`src/design/evcef_pkg.sv`:
```
// Shared types, constants and helper functions of the charge-enable controller.
`default_nettype none

package evcef_pkg;

    // Widths of the word fields and of the configuration registers.
    localparam int CurrentWidth = 17;
    localparam int SecondsWidth = 8;
    localparam int AmpsWidth    = 7;
    localparam int CfgAddrWidth = 2;
    localparam int CfgDataWidth = 8;

    // Milliamperes in one ampere; the stop threshold is held in mA.
    localparam logic [CurrentWidth-1:0] MA_PER_AMP = CurrentWidth'(1000);

    // Seconds counters saturate here.
    localparam logic [SecondsWidth-1:0] SEC_COUNT_MAX = '1;

    // A current history that can never be below any threshold.
    localparam logic [CurrentWidth-1:0] CURRENT_ALL_ONES = '1;

    // Configuration register addresses.
    localparam logic [CfgAddrWidth-1:0] REG_MIN_STOP_AMPS = 2'd0;
    localparam logic [CfgAddrWidth-1:0] REG_PLUG_ENABLE   = 2'd1;
    localparam logic [CfgAddrWidth-1:0] REG_EOC_SAMPLE    = 2'd2;

    // Reset values of the configuration registers.
    localparam logic [AmpsWidth-1:0]    RESET_MIN_STOP_AMPS = 7'd6;
    localparam logic [SecondsWidth-1:0] RESET_PLUG_ENABLE   = 8'd30;
    localparam logic [SecondsWidth-1:0] RESET_EOC_SAMPLE    = 8'd30;

    // Force mode codes.
    localparam logic [1:0] FORCE_NONE = 2'd0;
    localparam logic [1:0] FORCE_MIN  = 2'd1;
    localparam logic [1:0] FORCE_ALL  = 2'd2;

    // Charge state codes as seen on the result channel.
    localparam logic [2:0] CODE_OFF        = 3'd0;
    localparam logic [2:0] CODE_FORCE_WAIT = 3'd1;
    localparam logic [2:0] CODE_CAL_WAIT   = 3'd2;
    localparam logic [2:0] CODE_CHARGING   = 3'd3;
    localparam logic [2:0] CODE_EOC_LOW    = 3'd4;

    typedef enum logic [4:0] {
        ST_OFF        = 5'b00001,
        ST_FORCE_WAIT = 5'b00010,
        ST_CAL_WAIT   = 5'b00100,
        ST_CHARGING   = 5'b01000,
        ST_EOC_LOW    = 5'b10000
    } charge_state_t;

    typedef struct packed {
        logic                    toggle_force;
        logic                    calendar_allows;
        logic                    date_lost;
        logic                    ev_charging;
        logic [CurrentWidth-1:0] current_milliamps;
        logic                    plug_present;
        logic                    second_pulse;
    } tick_t;

    typedef struct packed {
        logic [2:0] charge_state;
        logic [1:0] force_mode;
        logic       charger_enable;
    } result_t;

    // Settings as the core sees them; the threshold is already in mA.
    typedef struct packed {
        logic [CurrentWidth-1:0] limit_ma;
        logic [SecondsWidth-1:0] plug_enable_seconds;
        logic [SecondsWidth-1:0] eoc_sample_seconds;
    } cfg_t;

    function automatic logic [2:0] state_code(charge_state_t st);
        logic [2:0] code;
        case (st)
            ST_OFF:        code = CODE_OFF;
            ST_FORCE_WAIT: code = CODE_FORCE_WAIT;
            ST_CAL_WAIT:   code = CODE_CAL_WAIT;
            ST_CHARGING:   code = CODE_CHARGING;
            ST_EOC_LOW:    code = CODE_EOC_LOW;
            default:       code = CODE_OFF;
        endcase
        return code;
    endfunction

    function automatic logic [1:0] rotate_force(logic [1:0] fm);
        logic [1:0] nf;
        case (fm)
            FORCE_NONE: nf = FORCE_MIN;
            FORCE_MIN:  nf = FORCE_ALL;
            default:    nf = FORCE_NONE;
        endcase
        return nf;
    endfunction

endpackage

`default_nettype wire

```
`src/design/evcef_ifs.sv`:
```
// Handshake channels of the charge-enable controller: tick words, result words, settings.
`default_nettype none

interface evcef_tick_if;
    logic             valid;
    logic             ready;
    evcef_pkg::tick_t data;

    modport source (output valid, output data, input ready);
    modport sink (input valid, input data, output ready);
endinterface

interface evcef_result_if;
    logic               valid;
    logic               ready;
    evcef_pkg::result_t data;

    modport source (output valid, output data, input ready);
    modport sink (input valid, input data, output ready);
endinterface

interface evcef_cfg_if;
    logic                                 valid;
    logic                                 ready;
    logic [evcef_pkg::CfgAddrWidth-1:0]   addr;
    logic [evcef_pkg::CfgDataWidth-1:0]   wdata;

    modport source (output valid, output addr, output wdata, input ready);
    modport sink (input valid, input addr, input wdata, output ready);
endinterface

`default_nettype wire

```
`src/design/evcef_cfg_regs.sv`:
```
// Settings registers of the charge-enable controller.
`default_nettype none

module evcef_cfg_regs
(
    input  wire logic            clk,
    input  wire logic            rst_n,
    evcef_cfg_if.sink            cfg,
    output evcef_pkg::cfg_t      cfg_val
);

    logic [evcef_pkg::CurrentWidth-1:0] limit_ma_reg;
    logic [evcef_pkg::SecondsWidth-1:0] plug_enable_reg;
    logic [evcef_pkg::SecondsWidth-1:0] eoc_sample_reg;
    logic [evcef_pkg::CurrentWidth-1:0] limit_ma_next;
    logic                               wr_en;

    assign cfg.ready = 1'b1;
    assign wr_en     = cfg.valid && cfg.ready;

    // The threshold is kept in milliamperes so the core only compares.
    assign limit_ma_next = evcef_pkg::CurrentWidth'(
        {{(evcef_pkg::CurrentWidth - evcef_pkg::AmpsWidth){1'b0}},
         cfg.wdata[evcef_pkg::AmpsWidth-1:0]} * evcef_pkg::MA_PER_AMP);

    always_ff @(posedge clk or negedge rst_n)
    begin
        if (!rst_n)
        begin
            limit_ma_reg    <= evcef_pkg::CurrentWidth'(
                {{(evcef_pkg::CurrentWidth - evcef_pkg::AmpsWidth){1'b0}},
                 evcef_pkg::RESET_MIN_STOP_AMPS} * evcef_pkg::MA_PER_AMP);
            plug_enable_reg <= evcef_pkg::RESET_PLUG_ENABLE;
            eoc_sample_reg  <= evcef_pkg::RESET_EOC_SAMPLE;
        end
        else if (wr_en)
        begin
            case (cfg.addr)
                evcef_pkg::REG_MIN_STOP_AMPS: limit_ma_reg    <= limit_ma_next;
                evcef_pkg::REG_PLUG_ENABLE:   plug_enable_reg <= cfg.wdata;
                evcef_pkg::REG_EOC_SAMPLE:    eoc_sample_reg  <= cfg.wdata;
                default:
                begin
                end
            endcase
        end
    end

    assign cfg_val.limit_ma            = limit_ma_reg;
    assign cfg_val.plug_enable_seconds = plug_enable_reg;
    assign cfg_val.eoc_sample_seconds  = eoc_sample_reg;

endmodule

`default_nettype wire

```
`src/design/evcef_core.sv`:
```
// Charge state machine, force mode, plug-in timer and end-of-charge sampling.
`default_nettype none

module evcef_core
(
    input  wire logic               clk,
    input  wire logic               rst_n,
    input  wire logic               fire,
    input  wire evcef_pkg::tick_t   tick_word,
    input  wire evcef_pkg::cfg_t    cfg_val,
    output evcef_pkg::result_t      res_word
);

    evcef_pkg::charge_state_t           state_reg, state_next;
    logic [1:0]                         force_reg, force_next;
    logic                               plug_seen_reg, plug_seen_next;
    logic                               plug_run_reg, plug_run_next;
    logic [evcef_pkg::SecondsWidth-1:0] plug_elapsed_reg, plug_elapsed_next;
    logic [evcef_pkg::SecondsWidth-1:0] eoc_elapsed_reg, eoc_elapsed_next;
    logic [evcef_pkg::CurrentWidth-1:0] prev_current_reg, prev_current_next;
    logic [evcef_pkg::SecondsWidth-1:0] eoc_counted;
    logic                               plug_active;
    logic                               forced;
    logic                               cal_ok;
    logic                               cur_low;
    logic                               prev_low;
    logic                               enable;

    assign cur_low  = tick_word.current_milliamps < cfg_val.limit_ma;
    assign prev_low = prev_current_reg < cfg_val.limit_ma;
    assign cal_ok   = !tick_word.date_lost && tick_word.calendar_allows;

    always_comb
    begin
        // Plug-in timer: a new plug restarts it without counting that tick.
        plug_run_next     = plug_run_reg;
        plug_elapsed_next = plug_elapsed_reg;
        if (tick_word.plug_present && !plug_seen_reg)
        begin
            plug_run_next     = 1'b1;
            plug_elapsed_next = '0;
        end
        else if (plug_run_reg && tick_word.second_pulse
                 && plug_elapsed_reg != evcef_pkg::SEC_COUNT_MAX)
        begin
            plug_elapsed_next = plug_elapsed_reg + 1'b1;
        end
        plug_seen_next = tick_word.plug_present;
        plug_active    = plug_run_next && (plug_elapsed_next < cfg_val.plug_enable_seconds);
        if (!plug_active)
        begin
            plug_run_next = 1'b0;
        end

        if (tick_word.second_pulse && eoc_elapsed_reg != evcef_pkg::SEC_COUNT_MAX)
        begin
            eoc_counted = eoc_elapsed_reg + 1'b1;
        end
        else
        begin
            eoc_counted = eoc_elapsed_reg;
        end
        eoc_elapsed_next = eoc_counted;

        force_next = tick_word.toggle_force ? evcef_pkg::rotate_force(force_reg) : force_reg;
        forced     = force_next != evcef_pkg::FORCE_NONE;

        prev_current_next = (state_reg == evcef_pkg::ST_CHARGING)
                          ? prev_current_reg : evcef_pkg::CURRENT_ALL_ONES;

        state_next = state_reg;
        enable     = 1'b0;
        case (state_reg)
            evcef_pkg::ST_OFF:
            begin
                if (forced)
                begin
                    state_next = evcef_pkg::ST_FORCE_WAIT;
                end
                else if (cal_ok)
                begin
                    state_next = evcef_pkg::ST_CAL_WAIT;
                end
                enable = plug_active;
            end
            evcef_pkg::ST_FORCE_WAIT:
            begin
                if (!forced)
                begin
                    state_next = evcef_pkg::ST_OFF;
                end
                else if (tick_word.ev_charging)
                begin
                    eoc_elapsed_next = '0;
                    state_next       = evcef_pkg::ST_CHARGING;
                end
                enable = 1'b1;
            end
            evcef_pkg::ST_CAL_WAIT:
            begin
                if (forced)
                begin
                    state_next = evcef_pkg::ST_FORCE_WAIT;
                end
                else if (!cal_ok)
                begin
                    state_next = evcef_pkg::ST_OFF;
                end
                else if (tick_word.ev_charging)
                begin
                    eoc_elapsed_next = '0;
                    state_next       = evcef_pkg::ST_CHARGING;
                end
                enable = 1'b1;
            end
            evcef_pkg::ST_CHARGING:
            begin
                // Leave conditions look at the force mode held before this tick's press.
                if (!tick_word.ev_charging)
                begin
                    state_next = evcef_pkg::ST_CAL_WAIT;
                    force_next = evcef_pkg::FORCE_NONE;
                end
                else if (force_reg != evcef_pkg::FORCE_ALL && !cal_ok)
                begin
                    state_next = evcef_pkg::ST_OFF;
                    force_next = evcef_pkg::FORCE_NONE;
                end
                else if (force_reg == evcef_pkg::FORCE_NONE
                         && eoc_counted >= cfg_val.eoc_sample_seconds)
                begin
                    eoc_elapsed_next  = '0;
                    prev_current_next = tick_word.current_milliamps;
                    if (cur_low && prev_low)
                    begin
                        state_next = evcef_pkg::ST_EOC_LOW;
                        force_next = evcef_pkg::FORCE_NONE;
                    end
                end
                enable = 1'b1;
            end
            evcef_pkg::ST_EOC_LOW:
            begin
                if (forced)
                begin
                    state_next = evcef_pkg::ST_FORCE_WAIT;
                end
                else if (!cal_ok)
                begin
                    state_next = evcef_pkg::ST_OFF;
                end
                enable = 1'b0;
            end
            default:
            begin
                state_next = evcef_pkg::ST_OFF;
                enable     = 1'b0;
            end
        endcase
    end

    always_ff @(posedge clk or negedge rst_n)
    begin
        if (!rst_n)
        begin
            state_reg        <= evcef_pkg::ST_OFF;
            force_reg        <= evcef_pkg::FORCE_NONE;
            plug_seen_reg    <= 1'b0;
            plug_run_reg     <= 1'b0;
            plug_elapsed_reg <= '0;
            eoc_elapsed_reg  <= '0;
            prev_current_reg <= evcef_pkg::CURRENT_ALL_ONES;
        end
        else if (fire)
        begin
            state_reg        <= state_next;
            force_reg        <= force_next;
            plug_seen_reg    <= plug_seen_next;
            plug_run_reg     <= plug_run_next;
            plug_elapsed_reg <= plug_elapsed_next;
            eoc_elapsed_reg  <= eoc_elapsed_next;
            prev_current_reg <= prev_current_next;
        end
    end

    assign res_word.charge_state   = evcef_pkg::state_code(state_next);
    assign res_word.force_mode     = force_next;
    assign res_word.charger_enable = enable;

endmodule

`default_nettype wire

```
`src/design/ev_charge_enable_fsm_top.sv`:
```
// Top level of the charge-enable controller: tick, result and settings channels.
//
// The tick channel takes one control tick per word: button toggle, calendar
// permission, date-lost flag, vehicle-charging flag, current in mA, plug level
// and a one-second pulse. For each tick word one result word leaves on the
// result channel with the new charge state, the new force mode and the
// charger enable decided from the state at the start of the tick.
// A tick word is held in an input register, worked through the state machine
// and written to the result register, from which its result word is offered on
// the result channel; one tick per cycle is sustained while the receiver holds
// ready high. The state update in the core is the only loop and it closes
// through the core's own state registers.
// If the receiver holds ready low, the result register keeps its word and the
// input register still takes one more tick; only then does the tick channel
// drop ready. The settings channel is always ready and should be written only
// while no tick is in flight. Reset clears both registers, puts the machine in
// the off state with no force and loads the default settings.
`default_nettype none

module ev_charge_enable_fsm_top
(
    input  wire logic        clk,
    input  wire logic        rst_n,
    evcef_tick_if.sink       tick,
    evcef_result_if.source   result,
    evcef_cfg_if.sink        cfg
);

    logic                 tick_valid_reg, tick_valid_next;
    evcef_pkg::tick_t     tick_data_reg;
    logic                 res_valid_reg, res_valid_next;
    evcef_pkg::result_t   res_data_reg;
    evcef_pkg::result_t   res_word;
    evcef_pkg::cfg_t      cfg_val;
    logic                 tick_take;
    logic                 advance;

    evcef_cfg_regs u_cfg_regs
    (
        .clk     (clk),
        .rst_n   (rst_n),
        .cfg     (cfg),
        .cfg_val (cfg_val)
    );

    evcef_core u_core
    (
        .clk       (clk),
        .rst_n     (rst_n),
        .fire      (advance),
        .tick_word (tick_data_reg),
        .cfg_val   (cfg_val),
        .res_word  (res_word)
    );

    assign advance    = tick_valid_reg && (!res_valid_reg || result.ready);
    assign tick.ready = !tick_valid_reg || advance;
    assign tick_take  = tick.valid && tick.ready;

    assign tick_valid_next = tick_take || (tick_valid_reg && !advance);
    assign res_valid_next  = advance || (res_valid_reg && !result.ready);

    always_ff @(posedge clk or negedge rst_n)
    begin
        if (!rst_n)
        begin
            tick_valid_reg <= 1'b0;
            res_valid_reg  <= 1'b0;
        end
        else
        begin
            tick_valid_reg <= tick_valid_next;
            res_valid_reg  <= res_valid_next;
        end
    end

    always_ff @(posedge clk)
    begin
        if (tick_take)
        begin
            tick_data_reg <= tick.data;
        end
        if (advance)
        begin
            res_data_reg <= res_word;
        end
    end

    assign result.valid = res_valid_reg;
    assign result.data  = res_data_reg;

    // A word worked through the core must show up as a result in the next cycle.
    assert property (@(posedge clk) disable iff (!rst_n)
        advance |=> result.valid)
        else $error("worked tick did not produce a result word");

    // The tick channel only stalls when both pipeline registers are occupied.
    assert property (@(posedge clk) disable iff (!rst_n)
        !tick.ready |-> (tick_valid_reg && res_valid_reg && !result.ready))
        else $error("tick channel stalled with room in the pipeline");

    // Resting at low-current end implies no force mode is held.
    assert property (@(posedge clk) disable iff (!rst_n)
        (result.valid && result.data.charge_state == evcef_pkg::CODE_EOC_LOW)
        |-> (result.data.force_mode == evcef_pkg::FORCE_NONE))
        else $error("low-current end reported with a force mode set");

    // The unused force code never leaves the block.
    assert property (@(posedge clk) disable iff (!rst_n)
        result.valid |-> (result.data.force_mode == evcef_pkg::FORCE_NONE
                          || result.data.force_mode == evcef_pkg::FORCE_MIN
                          || result.data.force_mode == evcef_pkg::FORCE_ALL))
        else $error("undefined force mode on result channel");

endmodule

`default_nettype wire
```
`src/flat_wrapper.sv`:
```
// flat-port wrapper written by rule: the top's interface ports become plain ports
module ev_charge_enable_fsm_top_flat 
  (clk, rst_n, tick_valid, tick_data, tick_ready, result_valid, result_data, result_ready, cfg_valid, cfg_addr, cfg_wdata, cfg_ready);
  evcef_tick_if tick_i ();
  evcef_result_if result_i ();
  evcef_cfg_if cfg_i ();
  input  wire logic clk;
  input  wire logic rst_n;
  input wire logic [$bits(tick_i.valid)-1:0] tick_valid;
  input wire logic [$bits(tick_i.data)-1:0] tick_data;
  output wire logic [$bits(tick_i.ready)-1:0] tick_ready;
  output wire logic [$bits(result_i.valid)-1:0] result_valid;
  output wire logic [$bits(result_i.data)-1:0] result_data;
  input wire logic [$bits(result_i.ready)-1:0] result_ready;
  input wire logic [$bits(cfg_i.valid)-1:0] cfg_valid;
  input wire logic [$bits(cfg_i.addr)-1:0] cfg_addr;
  input wire logic [$bits(cfg_i.wdata)-1:0] cfg_wdata;
  output wire logic [$bits(cfg_i.ready)-1:0] cfg_ready;
  assign tick_i.valid = tick_valid;
  assign tick_i.data = tick_data;
  assign tick_ready = tick_i.ready;
  assign result_valid = result_i.valid;
  assign result_data = result_i.data;
  assign result_i.ready = result_ready;
  assign cfg_i.valid = cfg_valid;
  assign cfg_i.addr = cfg_addr;
  assign cfg_i.wdata = cfg_wdata;
  assign cfg_ready = cfg_i.ready;
  ev_charge_enable_fsm_top u_core (.clk(clk), .rst_n(rst_n), .tick(tick_i), .result(result_i), .cfg(cfg_i));
endmodule
```
`config.mk`:
```
export PLATFORM = sky130hd
export DESIGN_NAME = ev_charge_enable_fsm_top_flat
export DESIGN_NICKNAME = d
export VERILOG_FILES = /design/src/design/evcef_pkg.sv /design/src/design/evcef_ifs.sv /design/src/design/evcef_cfg_regs.sv /design/src/design/evcef_core.sv /design/src/design/ev_charge_enable_fsm_top.sv /design/src/flat_wrapper.sv
export SDC_FILE = /design/constraint.sdc
export NUM_CORES = 1
export LEC_CHECK = 0
export ABC_CLOCK_PERIOD_IN_PS = 3100
export BUFFER_PORTS_ARGS = -buffer_cell sky130_fd_sc_hd__buf_2
export CORE_MARGIN = 4
export CORE_UTILIZATION = 50
export CTS_CLUSTER_SIZE = 40
export DETAILED_ROUTE_END_ITERATION = 16
export PLACE_DENSITY = 0.81
export SLEW_MARGIN = 10
export SYNTH_ARGS = -nofsm -noshare
export SYNTH_HDL_FRONTEND = slang
export SYNTH_SLANG_ARGS = --single-unit
```
`constraint.sdc`:
```
create_clock -name clk -period 3.1 [get_ports clk]
set_input_delay 0.93 -clock clk [delete_from_list [all_inputs] [get_ports clk]]
set_output_delay 0.93 -clock clk [all_outputs]
set_load 0.01 [all_outputs]
```
==> results_dict.tcl, run 1 <==
set metrics [dict create \
    drtIter0Drc 318 \
    clk_latency_ns 0.35 \
    die_area_um2 15000 \
    hold_ws_ns 0.475 \
    area_growth_syn_to_layout_pct 24.3 \
    die_h_um 123 \
    cts_root_buf "clkbuf_16" \
    rsz0062_at_grt "yes" \
    initial_core_util_pct 51.6 \
    mostFrequentLayoutCell "nand2_1" \
    synth-async-reset-ratio_pct 73.2 \
    pwr-share-comb_pct 51.2 \
    fin_nets 882 \
    leakagePower_nw 3.58 \
    synth_fp_nets 772 \
    path_buf_inv 3 \
    drc 0 \
    grt_max_degree 47 \
    postLayoutCoreUtil_pct 64.2 \
    slowest_delay_ns 0.58 \
    start_kind "input pin" \
    p_sw_share_pct 39.5 \
    grt.overflow.total 0 \
    routed_wl_mm 17.2 \
    drive_above_1_share_pct 32.1 \
    yosysWarningCount 0 \
    post-route-period-util_pct 137 \
    layout_common_cells "nand2_1 (69), ha_1 (68), buf_4 (63)" \
    worstPathRequired_ns 3.35 \
    placed_cells 882 \
    fill_cells 957 \
    cp_max_fo 4 \
    netlist_area_um2 6570 \
    clock_sinks 97 \
    pre_cts_ws_ns -1.54 \
    grt_usage_pct 22.3 \
    placed_area_um2 7390 \
    peakVddDrop_mv 0.534 \
    cp_common_cell "fa_1" \
    place_hpwl_mm 11.2 \
    grt_pass1_vias 5683 \
    ant_nets 0 \
    final_area_um2 8160 \
    setup_viol 28 \
    cp-end-kind "register" \
    critPathTopFamily "adder cells" \
    final_cells 925 \
    arrival_ns 4.49 \
    cts_buffers 9 \
    num_antenna_cells 0 \
    worstHoldPathType "reg2reg" \
    synth_ff_type "dfrtp_1" \
    synth_top_area_share_pct 15.6 \
    fin_worst_skew_ns 0.00624 \
    clk_pin_slew_ns 0.07 \
    syn_inst 638 \
    synth_edf_count 26 \
    grt_pass1_wl_mm 26.6 \
    switchingPower_mw 2.34 \
    fmax_mhz 236 \
    clock_power_share_pct 18.0 \
    worst_pin_slew_ns 0.740 \
    htree_levels 3 \
    fin_ws_ns -1.14 \
    largest_reg_flops 20 \
    violations "negative setup slack" \
    io_pins 47 \
    cts_buffer_depth 2 \
    maxSlewViolCount 0 \
    synth_area_leaders "dfrtp_1 (16%), ha_1 (15%), dfstp_2 (12%), edfxtp_1 (12%), fa_1 (5.5%)" \
    crit_chain "buf_8, fa_1, inv_1, fa_1, fa_1, inv_1, fa_1, ha_4, nand2_2, o31ai_4, o31a_1, o21a_1, o21a_1, o31ai_1" \
    avgViaCountPerCell 5.95 \
    ys_seq_area_share_pct 39.5 \
    cellPowerDensity_nw_per_um2 725 \
    slew_headroom_pct 50.6 \
    ys_ff_latch 97 \
    p_int_mw 3.58 \
    ys_types 69 \
    rows 41 \
    period_minus_slack_ns 4.24 \
    status "complete, but fails checks" \
    drt_first_pass_iters 5 \
    seq_power_share_pct 30.8 \
    cts_tree "yes" \
    core_um2 12700 \
    finalHoldViolations 0 \
    avgSynthCellArea_um2 10.3 \
    synth_area_leader_cell "dfrtp_1" \
    via_count 5506 \
    fp.dieW_um 123 \
    cp_slowest_cell "fa_1" \
    setup.worst_path.class "in2reg" \
    portBuffers 42 \
    gp_congestion 0.925 \
    wire_per_inst_um 18.6 \
    antenna_found_initial 0 \
    cap_viol_max_count 0 \
]
synth_stat cells, drive strengths merged (15+ instances only):
master	number
a21oi	16
dfrtp	41
dfstp	30
edfxtp	26
fa	18
ha	78
inv	55
nand2	73
nor2	24
nor3	19
o21ai	43
o31ai	15
metal layers:
| layer | global-route usage, % | vias to the layer above | part of all wire, % |
|---|---|---|---|
| li1 | - | 2514 | - |
| met1 | 24.2 | 2723 | 37 |
| met2 | 41.7 | 198 | 55 |
| met3 | 4.47 | 71 | 4.4 |
| met4 | 10.1 | 0 | 3.8 |
| met5 | 0 | - | 0 |
area by class of cell:
cell class	instances	area (um^2)	area share [%]
clock buffer	10	229	2.81
tap	172	215	2.64
timing repair buffer	122	916	11.2
inverter	56	210	2.58
clock inverter	6	50.0	0.613
multi-input combinational	462	3950	48.4
sequential	97	2590	31.8
power groups by stage:
stage	clock network [mW]	registers [mW]	logic (mW)
global placement	0	1.82	2.32
global route	1.14	1.85	3.32
finish	1.07	1.82	3.03
CTS	1.08	1.81	2.68
detailed placement	0	1.83	2.47
floorplan	0	1.77	1.74
cells by family (layout without fill, tap and decap cells):
family	count (synthesis)	count (layout)	share of synthesized area [%]
AOI/OAI and AO/OA	151	151	16.5
xor gates and xnor gates	17	17	2.27
adders and majority gates	96	96	20.3
buffers and inverters	79	194	5.05
DFF	97	97	39.5
muxes	16	16	2.67
other	1	1	0.0571
and+or+nand+nor	181	181	13.6
tightest hold or removal path, cell delays in order (launching register included):
cell and delay, ns:
dfstp_2 0.37, nand2_1 0.05, o21ai_1 0.05
final timing paths:
path	start	endpoint	slack [ns]	cells past startpoint
min reg2reg	u_core.u_cfg_regs.limit_ma_reg[12]	u_core.u_cfg_regs.limit_ma_reg[12]	0.47	2
max reg2reg	u_core.u_core.eoc_elapsed_reg[0]	u_core.u_core.prev_current_reg[8]	-0.06	15
max	cfg_wdata[0]	u_core.u_cfg_regs.limit_ma_reg[13]	-1.14	14
min	u_core.u_cfg_regs.limit_ma_reg[12]	u_core.u_cfg_regs.limit_ma_reg[12]	0.47	2
max in group asynchronous	rst_n	u_core.u_cfg_regs.eoc_sample_reg[3]	1.73	2
min in group asynchronous	rst_n	u_core.u_cfg_regs.limit_ma_reg[13]	0.62	1
through the flow:
stage	power (mW)	setup TNS, ns
6_report	5.92	-9.22
5_1_grt	6.30	-12.17
4_1_cts	5.57	-7.12
3_5_place_dp	4.30	-11.96
3_3_place_gp	4.14	-10.57
2_1_floorplan	3.51	-8.00
what timing repair did:
action / in CTS / in global routing
buffers inserted: 8 / 21
cloned: 1 / 0
pin swaps: 50 / 46
hold buffers: 0 / 0
setup endpoints to repair: 34 / 37
resized for setup: 34 / 35
Note: power is estimated with default switching activity, not from simulation.
==> run 2: changes to the inputs <==
==> constraint.sdc (replaced) <==
create_clock -name clk -period 3.1 [get_ports clk]
set_input_delay 0.465 -clock clk [delete_from_list [all_inputs] [get_ports clk]]
set_output_delay 0.465 -clock clk [all_outputs]
set_load 0.01 [all_outputs]
==> results_dict.tcl, run 2 (synthesized netlist as in run 1, its figures left out) <==
set metrics [dict create \
    status "complete, but fails checks" \
    violations "negative setup slack" \
    cap_viol_max_count 0 \
    drive_above_1_share_pct 30.1 \
    avgViaCountPerCell 5.87 \
    area_growth_syn_to_layout_pct 22.6 \
    wire_per_inst_um 17.7 \
    slowest_delay_ns 0.56 \
    post-route-period-util_pct 121 \
    hold_ws_ns 0.282 \
    drtIter0Drc 299 \
    fin_worst_skew_ns 0.00780 \
    start_kind "input pin" \
    slew_headroom_pct 35.8 \
    cellPowerDensity_nw_per_um2 733 \
    placed_area_um2 7350 \
    cp-end-kind "register" \
    grt_max_degree 72 \
    finalSetupTns_ns -4.46 \
    grt_pass1_vias 5581 \
    place_hpwl_mm 11.2 \
    initial_core_util_pct 51.6 \
    layout_common_cells "ha_1 (72), nand2_1 (69), buf_4 (61)" \
    worstHoldPathType "in2reg" \
    drt_first_pass_iters 6 \
    core_um2 12700 \
    largest_reg_flops 20 \
    ff_latch_area_um2 2590 \
    maxSlewViolCount 0 \
    power.total_mw 5.90 \
    clock_sinks 97 \
    path_buf_inv 3 \
    clk_latency_ns 0.35 \
    postLayoutCoreUtil_pct 63.3 \
    num_antenna_cells 0 \
    multi_input_comb_area_um2 3950 \
    arrival_ns 4.01 \
    cts_hold_buf 0 \
    die_h_um 123 \
    clk_pin_slew_ns 0.07 \
    cp_slowest_cell "fa_1" \
    period_minus_slack_ns 3.76 \
    ant_nets 0 \
    setup_viol 23 \
    peakVddDrop_mv 0.426 \
    crit_chain "buf_6, fa_1, inv_1, fa_1, fa_1, inv_1, fa_1, ha_4, nand2_2, o31ai_2, o31a_1, o21a_1, o21a_1, o31ai_1" \
    pre_cts_ws_ns -1.07 \
    reg2reg_setup_slack_ns -0.05 \
    fin_ws_ns -0.663 \
    worst_pin_slew_ns 0.963 \
    io_pins 47 \
    die_area_um2 15000 \
    portBuffers 42 \
    antenna_found_initial 0 \
    fmax_mhz 266 \
    fin_nets 870 \
    cts_root_buf "clkbuf_16" \
    cts_buffer_depth 2 \
    cp_common_cell "fa_1" \
    routed_wl_mm 16.2 \
    htree_levels 3 \
    placed_cells 882 \
    cts_tree "yes" \
    cts_buffers 9 \
    grt.overflow.total 0 \
    via_count 5363 \
    rows 41 \
    rsz0062_at_grt "yes" \
    critPathTopFamily "adder cells" \
    final_cells 913 \
    mostFrequentLayoutCell "ha_1" \
    finalHoldViolations 0 \
    setup.worst_path.class "in2reg" \
    cp_max_fo 4 \
    drc 0 \
    final_area_um2 8050 \
    grt_usage_pct 21.2 \
    fp.dieW_um 123 \
    leakagePower_nw 3.53 \
    grt_pass1_wl_mm 25.4 \
    fill_cells 945 \
    gp_congestion 0.911 \
    worstPathRequired_ns 3.35 \
]
[run 2: cell count changes in the layout (fill, tap and decap cells not counted), sizes merged]
cell and delta:
buf -12, clkinv +1, bufinv +1, clkinvlp -1, clkbuf -1
[run 2: final timing paths]
check                           depth (start not counted)                                 end                          startpoint
worst max register to register                         15   u_core.u_core.prev_current_reg[4]    u_core.u_core.eoc_elapsed_reg[1]
worst min register to register                          2  u_core.u_cfg_regs.limit_ma_reg[12]  u_core.u_cfg_regs.limit_ma_reg[12]
min in group asynchronous                               2               u_core.tick_valid_reg                               rst_n
worst min-delay path                                    1            u_core.tick_data_reg[15]                       tick_data[15]
worst max-delay path                                   14  u_core.u_cfg_regs.limit_ma_reg[13]                        cfg_wdata[0]
max in group asynchronous                               2          u_core.u_core.plug_run_reg                               rst_n
[run 2: cell type report]
type / instances / area share (%)
flip-flops and latches: 97 / 32.2
repair buffers: 110 / 9.47
clock inverters: 7 / 1.12
well taps: 172 / 2.67
clock buffers: 9 / 2.80
inverters: 56 / 2.61
multi-input cells: 462 / 49.1
[run 2: power by group]
part           total, mW  internal (mW)  switching, mW
clock               1.17          0.644          0.530
combinational       2.90           1.35           1.55
sequential          1.83           1.61          0.216
total               5.90           3.60           2.30
[run 2: what timing repair did]
item | 4_1_cts | 5_1_grt
resized for setup | 21 | 27
gates cloned | 1 | 0
pin swaps | 39 | 26
endpoints found under the setup margin | 33 | 38
setup buffers | 3 | 11
[run 2: metal layers]
layer	track usage, %	up-vias	share of wire, %
met1	23.6	2665	39
met4	8.68	0	3.1
met2	39.9	164	54
li1	-	2488	-
met5	0	-	0
met3	3.59	46	3.6
[run 2: worst register-to-register path: cells and delay by family (launching register included)]
kind	cells	cell delay, ns
AND/OR/NAND/NOR	6	1.10
AO/OA/AOI/OAI	4	0.67
adder cells (fa/ha/maj)	2	0.45
flip-flops	1	0.42
buffers and inverters	2	0.24
XOR/XNOR	1	0.21
